### src/rtl/dhcp_opt_pkg.sv
// Types and constants shared by the DHCP options stream parser.
package dhcp_opt_pkg;

  localparam int unsigned HEADER_BYTES = 236;
  localparam int unsigned PLEN_MAX     = 1023;

  localparam logic [7:0] TAG_PAD     = 8'd0;
  localparam logic [7:0] TAG_END     = 8'd255;
  localparam logic [7:0] OP_BOOT_REQ = 8'd1;
  localparam logic [7:0] SEARCH_RST  = 8'd53;

  typedef enum logic [1:0] {
    ST_OK         = 2'd0,
    ST_BAD_COOKIE = 2'd1,
    ST_NOT_REQ    = 2'd2,
    ST_OVERRUN    = 2'd3
  } status_t;

  typedef enum logic [4:0] {
    PH_IDLE   = 5'b00001,
    PH_COOKIE = 5'b00010,
    PH_TAG    = 5'b00100,
    PH_LEN    = 5'b01000,
    PH_DATA   = 5'b10000
  } phase_t;

  function automatic logic [7:0] cookie_byte(input logic [1:0] idx);
    logic [7:0] val;
    unique case (idx)
      2'd0:    val = 8'd99;
      2'd1:    val = 8'd130;
      2'd2:    val = 8'd83;
      default: val = 8'd99;
    endcase
    return val;
  endfunction

endpackage

### src/rtl/dhcp_option_stream_parser.sv
// DHCP options area parser: cookie and op check, option walk and search.
//
// Channel  Direction  Handshake            Payload
// in_      slave      in_tvalid/in_tready  tdata: data_byte, request_op; tuser: first_of_options
// out_     master     out_tvalid/out_tready tdata: offset, length, first byte, packet length
// cfg_     slave      cfg_valid/cfg_ready  cfg_data: search_type
//
// One byte per cycle while no result is stalled; each request is held in the input register and its
// result, if any, is written into the output register as the request leaves it.
// Reset is synchronous and active low; search_type resets to 53.
// A stalled result holds the output register and the input register takes one more
// request before in_tready falls.
module dhcp_option_stream_parser
  import dhcp_opt_pkg::*;
#(
  parameter int unsigned OPTION_AREA_BYTES = 312
) (
  input  logic        clk,
  input  logic        rst_n,
  input  logic        in_tvalid,
  output logic        in_tready,
  input  logic [15:0] in_tdata,   // [7:0] data_byte, [15:8] request_op
  input  logic        in_tuser,   // [0] first_of_options
  output logic        out_tvalid,
  input  logic        out_tready,
  output logic [39:0] out_tdata,  // [8:0] option_offset, [16:9] option_length,
                                  // [24:17] option_first_byte, [34:25] packet_length
  output logic [2:0]  out_tuser,  // [1:0] status, [2] found
  input  logic        cfg_valid,
  output logic        cfg_ready,
  input  logic [7:0]  cfg_data
);

  localparam int unsigned OFF_W = $clog2(OPTION_AREA_BYTES + 257);
  localparam int unsigned SUM_W = OFF_W + 2;

  logic             s1_valid_r;
  logic [7:0]       s1_byte_r;
  logic [7:0]       s1_op_r;
  logic             s1_first_r;
  logic             adv;

  logic [7:0]       search_r;
  phase_t           phase_r, phase_nxt;
  logic [OFF_W-1:0] off_r, off_nxt;
  logic [7:0]       skip_r, skip_nxt;
  logic             op_req_r, op_req_nxt;
  logic             match_r, match_nxt;
  logic [OFF_W-1:0] moff_r, moff_nxt;
  logic [7:0]       mlen_r, mlen_nxt;
  logic [7:0]       mfirst_r, mfirst_nxt;

  logic             emit;
  status_t          emit_status;
  logic [SUM_W-1:0] plen_sum;
  logic [9:0]       plen;

  logic             out_valid_r;
  logic [39:0]      out_data_r, out_data_nxt;
  logic [2:0]       out_user_r, out_user_nxt;

  assign adv       = s1_valid_r && (!out_valid_r || out_tready);
  assign in_tready = !s1_valid_r || adv;
  assign cfg_ready = 1'b1;

  assign plen_sum = SUM_W'(HEADER_BYTES) + SUM_W'(off_r) + SUM_W'(1);
  assign plen     = (plen_sum > SUM_W'(PLEN_MAX)) ? 10'(PLEN_MAX) : plen_sum[9:0];

  always_comb begin
    phase_nxt   = phase_r;
    off_nxt     = off_r;
    skip_nxt    = skip_r;
    op_req_nxt  = op_req_r;
    match_nxt   = match_r;
    moff_nxt    = moff_r;
    mlen_nxt    = mlen_r;
    mfirst_nxt  = mfirst_r;
    emit        = 1'b0;
    emit_status = ST_OK;
    if (s1_first_r) begin
      off_nxt    = '0;
      skip_nxt   = '0;
      match_nxt  = 1'b0;
      moff_nxt   = '0;
      mlen_nxt   = '0;
      mfirst_nxt = '0;
      op_req_nxt = (s1_op_r == OP_BOOT_REQ);
      if (s1_byte_r != cookie_byte(2'd0)) begin
        emit        = 1'b1;
        emit_status = ST_BAD_COOKIE;
        phase_nxt   = PH_IDLE;
      end else begin
        phase_nxt = PH_COOKIE;
        off_nxt   = OFF_W'(1);
      end
    end else begin
      unique case (phase_r)
        PH_COOKIE: begin
          if (s1_byte_r != cookie_byte(off_r[1:0])) begin
            emit        = 1'b1;
            emit_status = ST_BAD_COOKIE;
            phase_nxt   = PH_IDLE;
          end else if (off_r >= OFF_W'(3) && !op_req_r) begin
            emit        = 1'b1;
            emit_status = ST_NOT_REQ;
            phase_nxt   = PH_IDLE;
          end else begin
            if (off_r >= OFF_W'(3)) begin
              phase_nxt = PH_TAG;
            end
            off_nxt = off_r + OFF_W'(1);
          end
        end
        PH_TAG: begin
          if (off_r >= OFF_W'(OPTION_AREA_BYTES)) begin
            emit        = 1'b1;
            emit_status = ST_OVERRUN;
            phase_nxt   = PH_IDLE;
          end else if (s1_byte_r == TAG_END) begin
            emit        = 1'b1;
            emit_status = ST_OK;
            phase_nxt   = PH_IDLE;
          end else begin
            if (s1_byte_r != TAG_PAD) begin
              if (!match_r && s1_byte_r == search_r) begin
                match_nxt = 1'b1;
                moff_nxt  = off_r;
              end
              phase_nxt = PH_LEN;
            end
            off_nxt = off_r + OFF_W'(1);
          end
        end
        PH_LEN: begin
          if (match_r && (moff_r + OFF_W'(1)) == off_r) begin
            mlen_nxt = s1_byte_r;
          end
          if (s1_byte_r == 8'd0) begin
            phase_nxt = PH_TAG;
          end else begin
            skip_nxt  = s1_byte_r;
            phase_nxt = PH_DATA;
          end
          off_nxt = off_r + OFF_W'(1);
        end
        PH_DATA: begin
          if (match_r && (moff_r + OFF_W'(2)) == off_r) begin
            mfirst_nxt = s1_byte_r;
          end
          if (skip_r != 8'd0) begin
            skip_nxt = skip_r - 8'd1;
          end
          if (skip_r <= 8'd1) begin
            phase_nxt = PH_TAG;
          end
          off_nxt = off_r + OFF_W'(1);
        end
        default: begin
          phase_nxt = PH_IDLE;
        end
      endcase
    end
  end

  always_comb begin
    out_data_nxt = '0;
    out_user_nxt = {1'b0, emit_status};
    if (emit_status == ST_OK) begin
      out_data_nxt[34:25] = plen;
      if (match_r) begin
        out_user_nxt[2]     = 1'b1;
        out_data_nxt[8:0]   = moff_r[8:0];
        out_data_nxt[16:9]  = mlen_r;
        out_data_nxt[24:17] = mfirst_r;
      end
    end
  end

  always_ff @(posedge clk) begin
    if (!rst_n) begin
      s1_valid_r  <= 1'b0;
      out_valid_r <= 1'b0;
      search_r    <= SEARCH_RST;
      phase_r     <= PH_IDLE;
      off_r       <= '0;
      skip_r      <= '0;
      op_req_r    <= 1'b0;
      match_r     <= 1'b0;
      moff_r      <= '0;
      mlen_r      <= '0;
      mfirst_r    <= '0;
    end else begin
      if (cfg_valid) begin
        search_r <= cfg_data;
      end
      if (in_tvalid && in_tready) begin
        s1_valid_r <= 1'b1;
      end else if (adv) begin
        s1_valid_r <= 1'b0;
      end
      if (adv) begin
        out_valid_r <= emit;
        phase_r     <= phase_nxt;
        off_r       <= off_nxt;
        skip_r      <= skip_nxt;
        op_req_r    <= op_req_nxt;
        match_r     <= match_nxt;
        moff_r      <= moff_nxt;
        mlen_r      <= mlen_nxt;
        mfirst_r    <= mfirst_nxt;
      end else if (out_tready) begin
        out_valid_r <= 1'b0;
      end
    end
  end

  always_ff @(posedge clk) begin
    if (in_tvalid && in_tready) begin
      s1_byte_r  <= in_tdata[7:0];
      s1_op_r    <= in_tdata[15:8];
      s1_first_r <= in_tuser;
    end
    if (adv && emit) begin
      out_data_r <= out_data_nxt;
      out_user_r <= out_user_nxt;
    end
  end

  assign out_tvalid = out_valid_r;
  assign out_tdata  = out_data_r;
  assign out_tuser  = out_user_r;

  a_err_zero: assert property (@(posedge clk) disable iff (!rst_n)
    (out_tvalid && out_tuser[1:0] != ST_OK) |-> (out_tdata == '0 && !out_tuser[2]))
    else $error("error result carries nonzero fields");

  a_notfound_zero: assert property (@(posedge clk) disable iff (!rst_n)
    (out_tvalid && !out_tuser[2]) |-> (out_tdata[24:0] == '0))
    else $error("result without match carries option fields");

  a_stall_cause: assert property (@(posedge clk) disable iff (!rst_n)
    !in_tready |-> (s1_valid_r && out_valid_r && !out_tready))
    else $error("input stalled without a blocked result");

  a_data_skip: assert property (@(posedge clk) disable iff (!rst_n)
    (phase_r == PH_DATA) |-> (skip_r != 8'd0))
    else $error("data phase with no bytes left to skip");

endmodule
### config.mk
export PLATFORM = sky130hd
export DESIGN_NAME = dhcp_option_stream_parser
export DESIGN_NICKNAME = d
export VERILOG_FILES = /design/src/rtl/dhcp_opt_pkg.sv /design/src/rtl/dhcp_option_stream_parser.sv
export SDC_FILE = /design/constraint.sdc
export NUM_CORES = 1
export LEC_CHECK = 0
export BUFFER_PORTS_ARGS = -buffer_cell sky130_fd_sc_hd__buf_4
export CAP_MARGIN = 5
export CORE_UTILIZATION = 35
export CTS_CLUSTER_DIAMETER = 120
export DETAILED_ROUTE_END_ITERATION = 10
export MAX_ROUTING_LAYER = met4
export PLACE_DENSITY_LB_ADDON = 0.08
export SYNTH_ARGS = -nofsm -noshare
export SYNTH_HDL_FRONTEND = slang
export SYNTH_SLANG_ARGS = --single-unit
### constraint.sdc
create_clock -name clk -period 12.26 [get_ports clk]
set_input_delay 0.613 -clock clk [delete_from_list [all_inputs] [get_ports clk]]
set_output_delay 0.613 -clock clk [all_outputs]
set_load 0.05 [all_outputs]
# [Yosys cells after proc, flatten, opt, wreduce, memory -nomap -nowiden]
# Index checks and enable logic that the tools add are counted.
[word_totals] regBits=116 input_bits=30 output_inout_bits=46 elab_cells=151
[op_classes] addsub=6 magnitude_cmp=4 eq_ne=24 muxes=62 n_reduce_logical=37
[op_table] op="10-bit 2-to-1 mux" count=12
[op_table] op="8-bit 2-to-1 mux" count=11
[op_table] op="5-bit 2-to-1 mux" count=9
[op_table] op="8-bit case mux with 2 select lines" count=2
[op_table] op="10-bit case mux with 3 select lines" count=1
[op_table] op="3-bit != test, second input constant" count=7
[op_table] op="10-bit by 1-bit adder with 10-bit output, second input constant" count=2
[op_table] op="10-bit == test" count=2
[op_table] op="5-bit case mux with 4 select lines" count=1
[op_table] op="1-bit 2-to-1 mux" count=19
[op_table] op="2-bit nonzero test" count=9
[op_table] op="8-bit nonzero test" count=2
[op_table] op="11-bit by 1-bit adder with 12-bit output, second input constant" count=1
[op_table] op="12-bit by 10-bit > comparator with 1-bit output, second input constant" count=1
[op_table] op="6-bit AND reduction" count=2
[op_table] op="8-bit by 10-bit adder with 11-bit output, first input constant" count=1
[op_table] op="10-bit by 2-bit adder with 10-bit output, second input constant" count=1
[op_table] op="10-bit by 2-bit >= comparator with 1-bit output, second input constant" count=1
[op_table] op="10-bit by 9-bit >= comparator with 1-bit output, second input constant" count=1
[op_table] op="2-bit 2-to-1 mux" count=5
[op_table] op="5-bit != test, second input constant" count=2
[op_table] op="8-bit by 1-bit == test with 1-bit output, second input constant" count=1
[op_table] op="8-bit == test" count=1
[op_table] op="8-bit == test, second input constant" count=1
[op_table] op="24 further kinds" count=38

# [Logic depth before layout (Yosys ltp)]
# Gate-level depths: netlist of the first run.
[logic_depth] ltp_word=10 depth_mapped=9 mapped_depth_nobuf=8

# [Worst setup path before layout of the first run]
# No wires, ideal clock.
[synth_timing] path_kind="register -> register" from="reg off_r[0]" to="reg out_data_r[0], in the netlist out_tdata[0] (enable)" setup_ps=446 arrival_ps=3437 path_slack_ps=8377 stages_incl_launch_ff=8 n_path_buf=0 path_cell_list="dfxtp_1 -> inv_1 -> ha_1 -> xor2_1 -> o2111a_1 -> a2bb2oi_1 -> a21oi_1 -> a21oi_1"
[synth_between] elab_chain_len=9
[synth_lines] item="start, declared" line_no="dhcp_option_stream_parser.sv:45" text="logic [OFF_W-1:0] off_r, off_nxt;"
[synth_lines] item="start signal, assigned" line_no="dhcp_option_stream_parser.sv:204" text="off_r <= off_nxt;"
[synth_lines] item="2-bit == test / 2-bit by 1-bit == test with 1-bit output (equally long branches)" line_no="dhcp_opt_pkg.sv:29" text="unique case (idx)"
[synth_lines] item="8-bit case mux with 2 select lines" line_no="dhcp_opt_pkg.sv:29"
[synth_lines] item="8-bit 2-to-1 mux" line_no="dhcp_option_stream_parser.sv:97" text="unique case (phase_r)"
[synth_lines] item="8-bit 2-to-1 mux" line_no="dhcp_option_stream_parser.sv:80" text="if (s1_first_r) begin"
[synth_lines] item="8-bit != test" line_no="dhcp_option_stream_parser.sv:99" text="if (s1_byte_r != cookie_byte(off_r[1:0])) begin"
[synth_lines] item="1-bit 2-to-1 mux" line_no="dhcp_option_stream_parser.sv:99"
[synth_lines] item="1-bit case mux with 2 select lines (*)" line_no="dhcp_option_stream_parser.sv:97"
[synth_lines] item="1-bit 2-to-1 mux (*)" line_no="dhcp_option_stream_parser.sv:80"
[synth_lines] item="1-bit logical AND (*)" line_no="dhcp_option_stream_parser.sv:223" text="if (adv && emit) begin"
[synth_lines] item="end signal, assigned" line_no="dhcp_option_stream_parser.sv:224" text="out_data_r <= out_data_nxt;"
[synth_lines] item="end, declared" line_no="dhcp_option_stream_parser.sv:59" text="logic [39:0] out_data_r, out_data_nxt;"
# Every way passes the cells marked *; elsewhere a longest branch is shown, timed or not. The select of a mux whose other input is x is not followed.
# A chain may end at the register's enable or synchronous reset.

# [Worst setup path in the final report of the first run]
[layout_timing] from="reg off_r[0]" to="reg off_r[8]"
[layout_between] elab_chain_len=7
[layout_lines] item="2-bit == test / 2-bit by 1-bit == test with 1-bit output (equally long branches)" line_no="dhcp_opt_pkg.sv:29"
[layout_lines] item="8-bit case mux with 2 select lines" line_no="dhcp_opt_pkg.sv:29"
[layout_lines] item="8-bit 2-to-1 mux" line_no="dhcp_option_stream_parser.sv:97"
[layout_lines] item="8-bit 2-to-1 mux" line_no="dhcp_option_stream_parser.sv:80"
[layout_lines] item="8-bit != test" line_no="dhcp_option_stream_parser.sv:99"
[layout_lines] item="3-bit != test (no line)"
[layout_lines] item="6-bit AND reduction (no line)"
# Parallel ways exist; a longest one is shown, timed or not. The select of a mux whose other input is x is not followed.

==> flow_metrics.py, run 1 <==
metrics = {
    "status": {
        "status": "finished, final reports clean",
    },
    "clock_tree": {
        "clock_sinks": 116,
        "ctsHtreeMaxLevel": 4,
        "cts_tree": "built",
        "cts_made_buffers": 17,
        "cts_root_buffer": "clkbuf_16",
        "ctsResizeCount": 0,
        "clockBufferDepth": 2,
        "post_cts_buffers": 0,
        "worstSkewPairLatency_ns": 0.42,
        "ctsHoldBuffers": 0,
        "clkSlewWorstSetupHoldPaths_ns": 0.05,
    },
    "global_route": {
        "grt_pass1_wl_microns": 23900,
        "antenna_found_initial": 0,
        "grt_start_max_net_pins": 39,
        "grt_pass1_vias": 4455,
        "grtUsageTotal_pct": 19.4,
        "gr-total-overflow": 0,
    },
    "synthesis": {
        "yosysTopAreaCellShare_pct": 28.4,
        "synthCells": 592,
        "synth_warnings": 0,
        "yosysMostFrequentCell": "nand2_1",
        "ys_async_sr_fraction_pct": 0,
        "synth_enable_flop_cells": 55,
        "syn_area_per_cell_sq_um": 9.84,
        "ys_top_cells_by_area": "edfxtp_1 28%, dfxtp_1 21%, mux2i_1 4.3%, nand2_1 4.1%, a21oi_1 3.4%",
        "synth_cell_types": 67,
        "yosys_register_bits": 116,
        "synth_area_sq_um": 5830,
        "ys_seq_area_share_pct": 49.3,
        "synth_ff_type": "dfxtp_1",
        "yosysTopAreaCell": "edfxtp_1",
        "synth_common_cells": "64 x nand2_1, 61 x dfxtp_1, 55 x edfxtp_1, 42 x nor2_1, 39 x a21oi_1",
    },
    "drt": {
        "drt_iter0_drc": 443,
        "totalWireLength_microns": 15000,
        "avgViaCountPerCell": 5.24,
        "antenna_left": 0,
        "wl_per_cell_microns": 17.2,
        "vias": 4557,
        "first_pass_iters": 5,
        "drc": 0,
    },
    "flow_run": {
        "max_cap_violations": 0,
    },
    "floorplanning": {
        "dieArea_sq_um": 17200,
        "ioPinCount": 76,
        "coreArea_sq_um": 16100,
        "initial_core_util_pct": 36.3,
        "die_w_microns": 131,
        "fp-row-count": 46,
        "die_y_microns": 131,
    },
    "finish": {
        "num-nets-final": 678,
        "diodes": 0,
        "syn_to_final_growth_pct": 20.7,
        "layout-drive-gt1-share_pct": 17.2,
    },
    "sta": {
        "rsz0062_at_grt": "no",
        "min_period_over_period_pct": 24.6,
        "hold_slack_ns": 0.374,
        "report.final.slew_viol_count": 0,
        "setup_tns_ns": 0,
        "finalHoldViolCount": 0,
        "fin_skew_ns": 0.00691,
        "period_needed_ns": 3.01,
        "clock.fmax_mhz": 332,
        "tightest_slew_ns": 1.26,
        "finalSetupViolCount": 0,
        "relSlewSlack_pct": 16.1,
    },
    "setup_path": {
        "endpoint_kind": "flip-flop",
        "crit_family": "simple AND/OR/NAND/NOR gates",
        "path_cells": "inv_1, ha_1, xor2_1, o2111ai_1, o311ai_1, nand4_1, or3_1, a21oi_1",
        "path_buf_inv": 1,
        "required_ns": 12.60,
        "cp_slowest_cell": "or3_1",
        "arrival_ns": 3.36,
        "startpoint_type": "flip-flop",
        "critPathKind": "reg2reg",
        "critPathMaxFanout": 17,
        "max_stage_delay_ns": 0.56,
    },
    "placement": {
        "dpl.hpwl_microns": 10300,
        "portBuffers": 69,
        "place_congestion": 0.846,
    },
    "worst_hold_path": {
        "hold_class": "in2reg",
    },
    "pwr": {
        "p_leak_nw": 2.69,
        "ir_worst_vdd_mv": 0.0878,
        "total_power_mw": 1.02,
        "pwr_density_cell_nw_per_um2": 145,
    },
}
[worst paths after layout]
path	from	to	slack [ns]	cells after the start
max	off_r[0]	off_r[8]	9.25	8
min	in_tdata[13]	s1_op_r[5]	0.37	1
max reg2reg	off_r[0]	off_r[8]	9.25	8
min reg2reg	mfirst_r[0]	mfirst_r[0]	0.46	2
[placed cells by master (no fill, tap or decap), types with 8 or more instances in the layout]
master | netlist | layout
a21oi_1 | 39 | 37
and3_1 | 31 | 31
edfxtp_1 | 55 | 55
dfxtp_1 | 61 | 61
clkbuf_16 | 0 | 17
inv_1 | 10 | 10
a22oi_1 | 9 | 9
buf_4 | 8 | 71
or3_1 | 10 | 10
xor2_1 | 18 | 18
ha_1 | 8 | 8
nand3_1 | 26 | 26
nor3_1 | 10 | 10
nand2_1 | 64 | 64
mux2i_1 | 25 | 25
nand4_1 | 14 | 14
o21ai_0 | 18 | 18
xnor2_1 | 18 | 18
nor2_1 | 42 | 42
[per-layer routing]
layer	GRT usage, %	wire [microns]	up-vias
met4	8.52	224	0
met2	30.2	7050	126
met1	24.1	7110	2161
li1	-	-	2249
met5	-	0	-
met3	4.11	595	21
[sequential cells by signal (all words and copies together), names as in the netlist]
signal / flops
s1_op_r: 8
op_req_r: 1
s1_valid_r: 1
phase_r: 5
out_tdata: 35
s1_first_r: 1
s1_byte_r: 8
match_r: 1
off_r: 10
mfirst_r: 8
search_r: 8
skip_r: 8
out_tvalid: 1
out_tuser: 3
moff_r: 10
mlen_r: 8
[where the power goes]
group / leakage [nW] / total, mW / switching (mW) / internal (mW)
Combinational: 1.41 / 0.0667 / 0.0458 / 0.0209
Clock: 0.307 / 0.526 / 0.171 / 0.355
Sequential: 0.975 / 0.426 / 0.00956 / 0.416
[layout make-up]
class / count / area [sq um]
clock buffer: 18 / 429
clock inverter: 14 / 190
fill: 1534 / 9020
inverter: 10 / 37.5
multi-input combinational: 424 / 2700
sequential: 116 / 2870
tap: 216 / 270
timing repair buffer: 71 / 533
[logic make-up (layout without fill, tap and decap cells)]
family          Yosys count  count (layout)  share of synthesized area, %
compound gates          113             113                          13.0
xor+xnor                 38              38                          5.97
fa+ha+maj                 8               8                          1.72
buf+inv                  56             113                          4.85
flops                   116             116                          49.3
mux                      25              25                          4.30
other cells               2               6                         0.129
simple gates            234             234                          20.7
[per-stage QoR]
step                std cells  setup slack [ns]  area [sq um]  utilization (%)
global route              869              8.96          7030             43.8
floorplan                 596              8.38          5840                -
CTS                       869              9.28          7030             43.8
global placement          837              9.37          6410             39.9
detailed placement        837              9.30          6410             39.9
finish                    869              9.25          7030             43.8
No activity file was read; power rests on OpenSTA's default activity.
==> run 2: changes to the inputs <==
clock period = 3.03 ns   (was 12.26 ns; I/O delays follow)
==> flow_metrics.py, run 2 (synthesis gave the netlist of run 1 again) <==
metrics = {
    "status": {
        "status": "finished, final reports clean",
    },
    "floorplanning": {
        "die_w_microns": 131,
        "dieArea_sq_um": 17200,
        "ioPinCount": 76,
        "die_y_microns": 131,
        "initial_core_util_pct": 36.3,
        "fp-row-count": 46,
        "coreArea_sq_um": 16100,
    },
    "setup_path": {
        "crit-reg2reg-launch": "off_r[1]",
        "critPathKind": "reg2reg",
        "critPathMaxFanout": 26,
        "cp_slowest_cell": "dfxtp_1",
        "required_ns": 3.19,
        "path_cells": "inv_1, ha_1, nor4bb_1, o2111a_1, nand4_1, a21oi_1, a21oi_1, buf_4, and3_1",
        "arrival_ns": 2.79,
        "r2r-end": "out_tdata[17]",
        "crit_top_cell": "a21oi_1",
        "path_buf_inv": 2,
        "max_stage_delay_ns": 0.50,
        "r2r_cells": 9,
        "crit_family": "simple AND/OR/NAND/NOR gates",
        "startpoint_type": "flip-flop",
        "endpoint_kind": "flip-flop",
        "rrSetupSlack_ns": 0.41,
    },
    "drt": {
        "drc": 0,
        "vias": 4734,
        "totalWireLength_microns": 15000,
        "first_pass_iters": 7,
        "antenna_left": 0,
        "drt_iter0_drc": 358,
        "wl_per_cell_microns": 16.4,
        "avgViaCountPerCell": 5.18,
    },
    "sta": {
        "report.final.slew_viol_count": 0,
        "rsz0062_at_grt": "no",
        "min_period_over_period_pct": 86.6,
        "setup_tns_ns": 0,
        "fin_skew_ns": 0.00965,
        "clock.fmax_mhz": 381,
        "finalSetupViolCount": 0,
        "finalHoldViolCount": 0,
        "relSlewSlack_pct": 52.1,
        "tightest_slew_ns": 0.719,
        "hold_slack_ns": 0.0404,
        "period_needed_ns": 2.62,
    },
    "worst_hold_path": {
        "whs_path_depth": 2,
        "holdCritStartpoint": "rst_n",
        "holdPathEnd": "search_r[4]",
        "hold_class": "in2reg",
    },
    "finish": {
        "num-nets-final": 723,
        "regArea_sq_um": 2870,
        "largest_reg_flops": 35,
        "fin_cells": 914,
        "syn_to_final_growth_pct": 26.5,
        "mostFrequentLayoutCell": "buf_4",
        "fillerInstances": 1535,
        "multi_input_area_sq_um": 2700,
        "diodes": 0,
        "final_cell_mix": "89 x buf_4, 64 x nand2_1, 61 x dfxtp_1, 55 x edfxtp_1, 42 x nor2_1",
        "layout-drive-gt1-share_pct": 19.1,
    },
    "global_route": {
        "grt_start_max_net_pins": 39,
        "gr-total-overflow": 0,
        "grtUsageTotal_pct": 19.1,
        "grt_pass1_wl_microns": 23700,
        "antenna_found_initial": 0,
        "grt_pass1_vias": 4475,
    },
    "pwr": {
        "ir_worst_vdd_mv": 0.335,
        "p_clk_share_pct": 47.6,
        "pwr_density_cell_nw_per_um2": 525,
        "pwr-share-comb_pct": 8.0,
        "p_leak_nw": 2.85,
        "p_switching_mw": 0.954,
        "power_switching_share_pct": 24.7,
        "p_seq_share_pct": 44.4,
        "p_int_mw": 2.91,
    },
    "clock_tree": {
        "post_cts_buffers": 0,
        "clock_sinks": 116,
        "ctsHtreeMaxLevel": 4,
        "worstSkewPairLatency_ns": 0.41,
        "cts_root_buffer": "clkbuf_16",
        "cts_tree": "built",
        "cts_made_buffers": 17,
        "clockBufferDepth": 2,
        "clkSlewWorstSetupHoldPaths_ns": 0.06,
    },
    "placement": {
        "place_inst": 856,
        "portBuffers": 69,
        "dpl.hpwl_microns": 10500,
        "place_congestion": 0.913,
    },
    "flow_run": {
        "max_cap_violations": 0,
    },
}
==> run 2: changes by cell type in the layout (fill, tap and decap cells not counted), sizes merged <==
cell and delta:
clkinvlp +4, bufinv -4, dlygate4sd3 +26, buf +19
==> run 2: worst max path at each step <==
stage / startpoint / endpoint / slack, ns / cells past startpoint
2_1_floorplan: off_r[0] / out_tdata[0] / 0.35 / 7
3_3_place_gp: off_r[0] / out_tdata[24] / 0.52 / 8
3_5_place_dp: off_r[0] / out_tdata[14] / 0.44 / 8
4_1_cts: off_r[0] / out_tdata[20] / 0.43 / 8
5_1_grt: off_r[0] / off_r[6] / 0.22 / 9
6_report: off_r[1] / out_tdata[17] / 0.41 / 9
==> run 2: worst reg2reg max path: cells and delay by family, from the launching register on <==
family | cells | cell delay (ns)
buf+inv | 2 | 0.35
flops | 1 | 0.50
compound gates | 3 | 0.61
fa+ha+maj | 1 | 0.21
simple gates | 3 | 0.69
==> run 2: stage by stage <==
step	cell area (sq um)	total power, mW	utilization [%]	setup WS (ns)
after floorplan	5850	1.93	-	0.354
after global placement	6570	2.03	40.9	0.519
after detailed placement	6570	2.04	40.9	0.444
after CTS	7370	3.91	45.9	0.435
after global routing	7370	4.00	45.9	0.222
final	7370	3.87	45.9	0.405
==> run 2: cell type report <==
cell class                      instances  area share, %
Sequential cell                       116           39.0
Inverter                               10          0.509
Multi-Input combinational cell        424           36.6
Tap cell                              216           3.67
Clock buffer                           18           5.82
Timing Repair Buffer                  116           12.9
Clock inverter                         14           1.56
==> run 2: metal layers <==
| layer | global-route usage (%) | up-vias | routed length, microns |
|---|---|---|---|
| met3 | 3.83 | 22 | 678 |
| met1 | 24.1 | 2221 | 6950 |
| met4 | 7.51 | 0 | 250 |
| met2 | 30.1 | 150 | 7080 |
| li1 | - | 2341 | - |
| met5 | - | - | 0 |
==> run 2: repair_timing <==
action                    in CTS  in global routing
resized for setup              0                  0
hold buffers                  26                  0
hold endpoints to repair      26                  0
==> run 2: power groups by stage <==
stage               Combinational, mW  Clock [mW]  Sequential, mW
global route                    0.332        1.94            1.72
detailed placement              0.285           0            1.75
floorplan                       0.134           0            1.80
finish                          0.309        1.84            1.72
global placement                0.283           0            1.75
CTS                             0.311        1.88            1.72
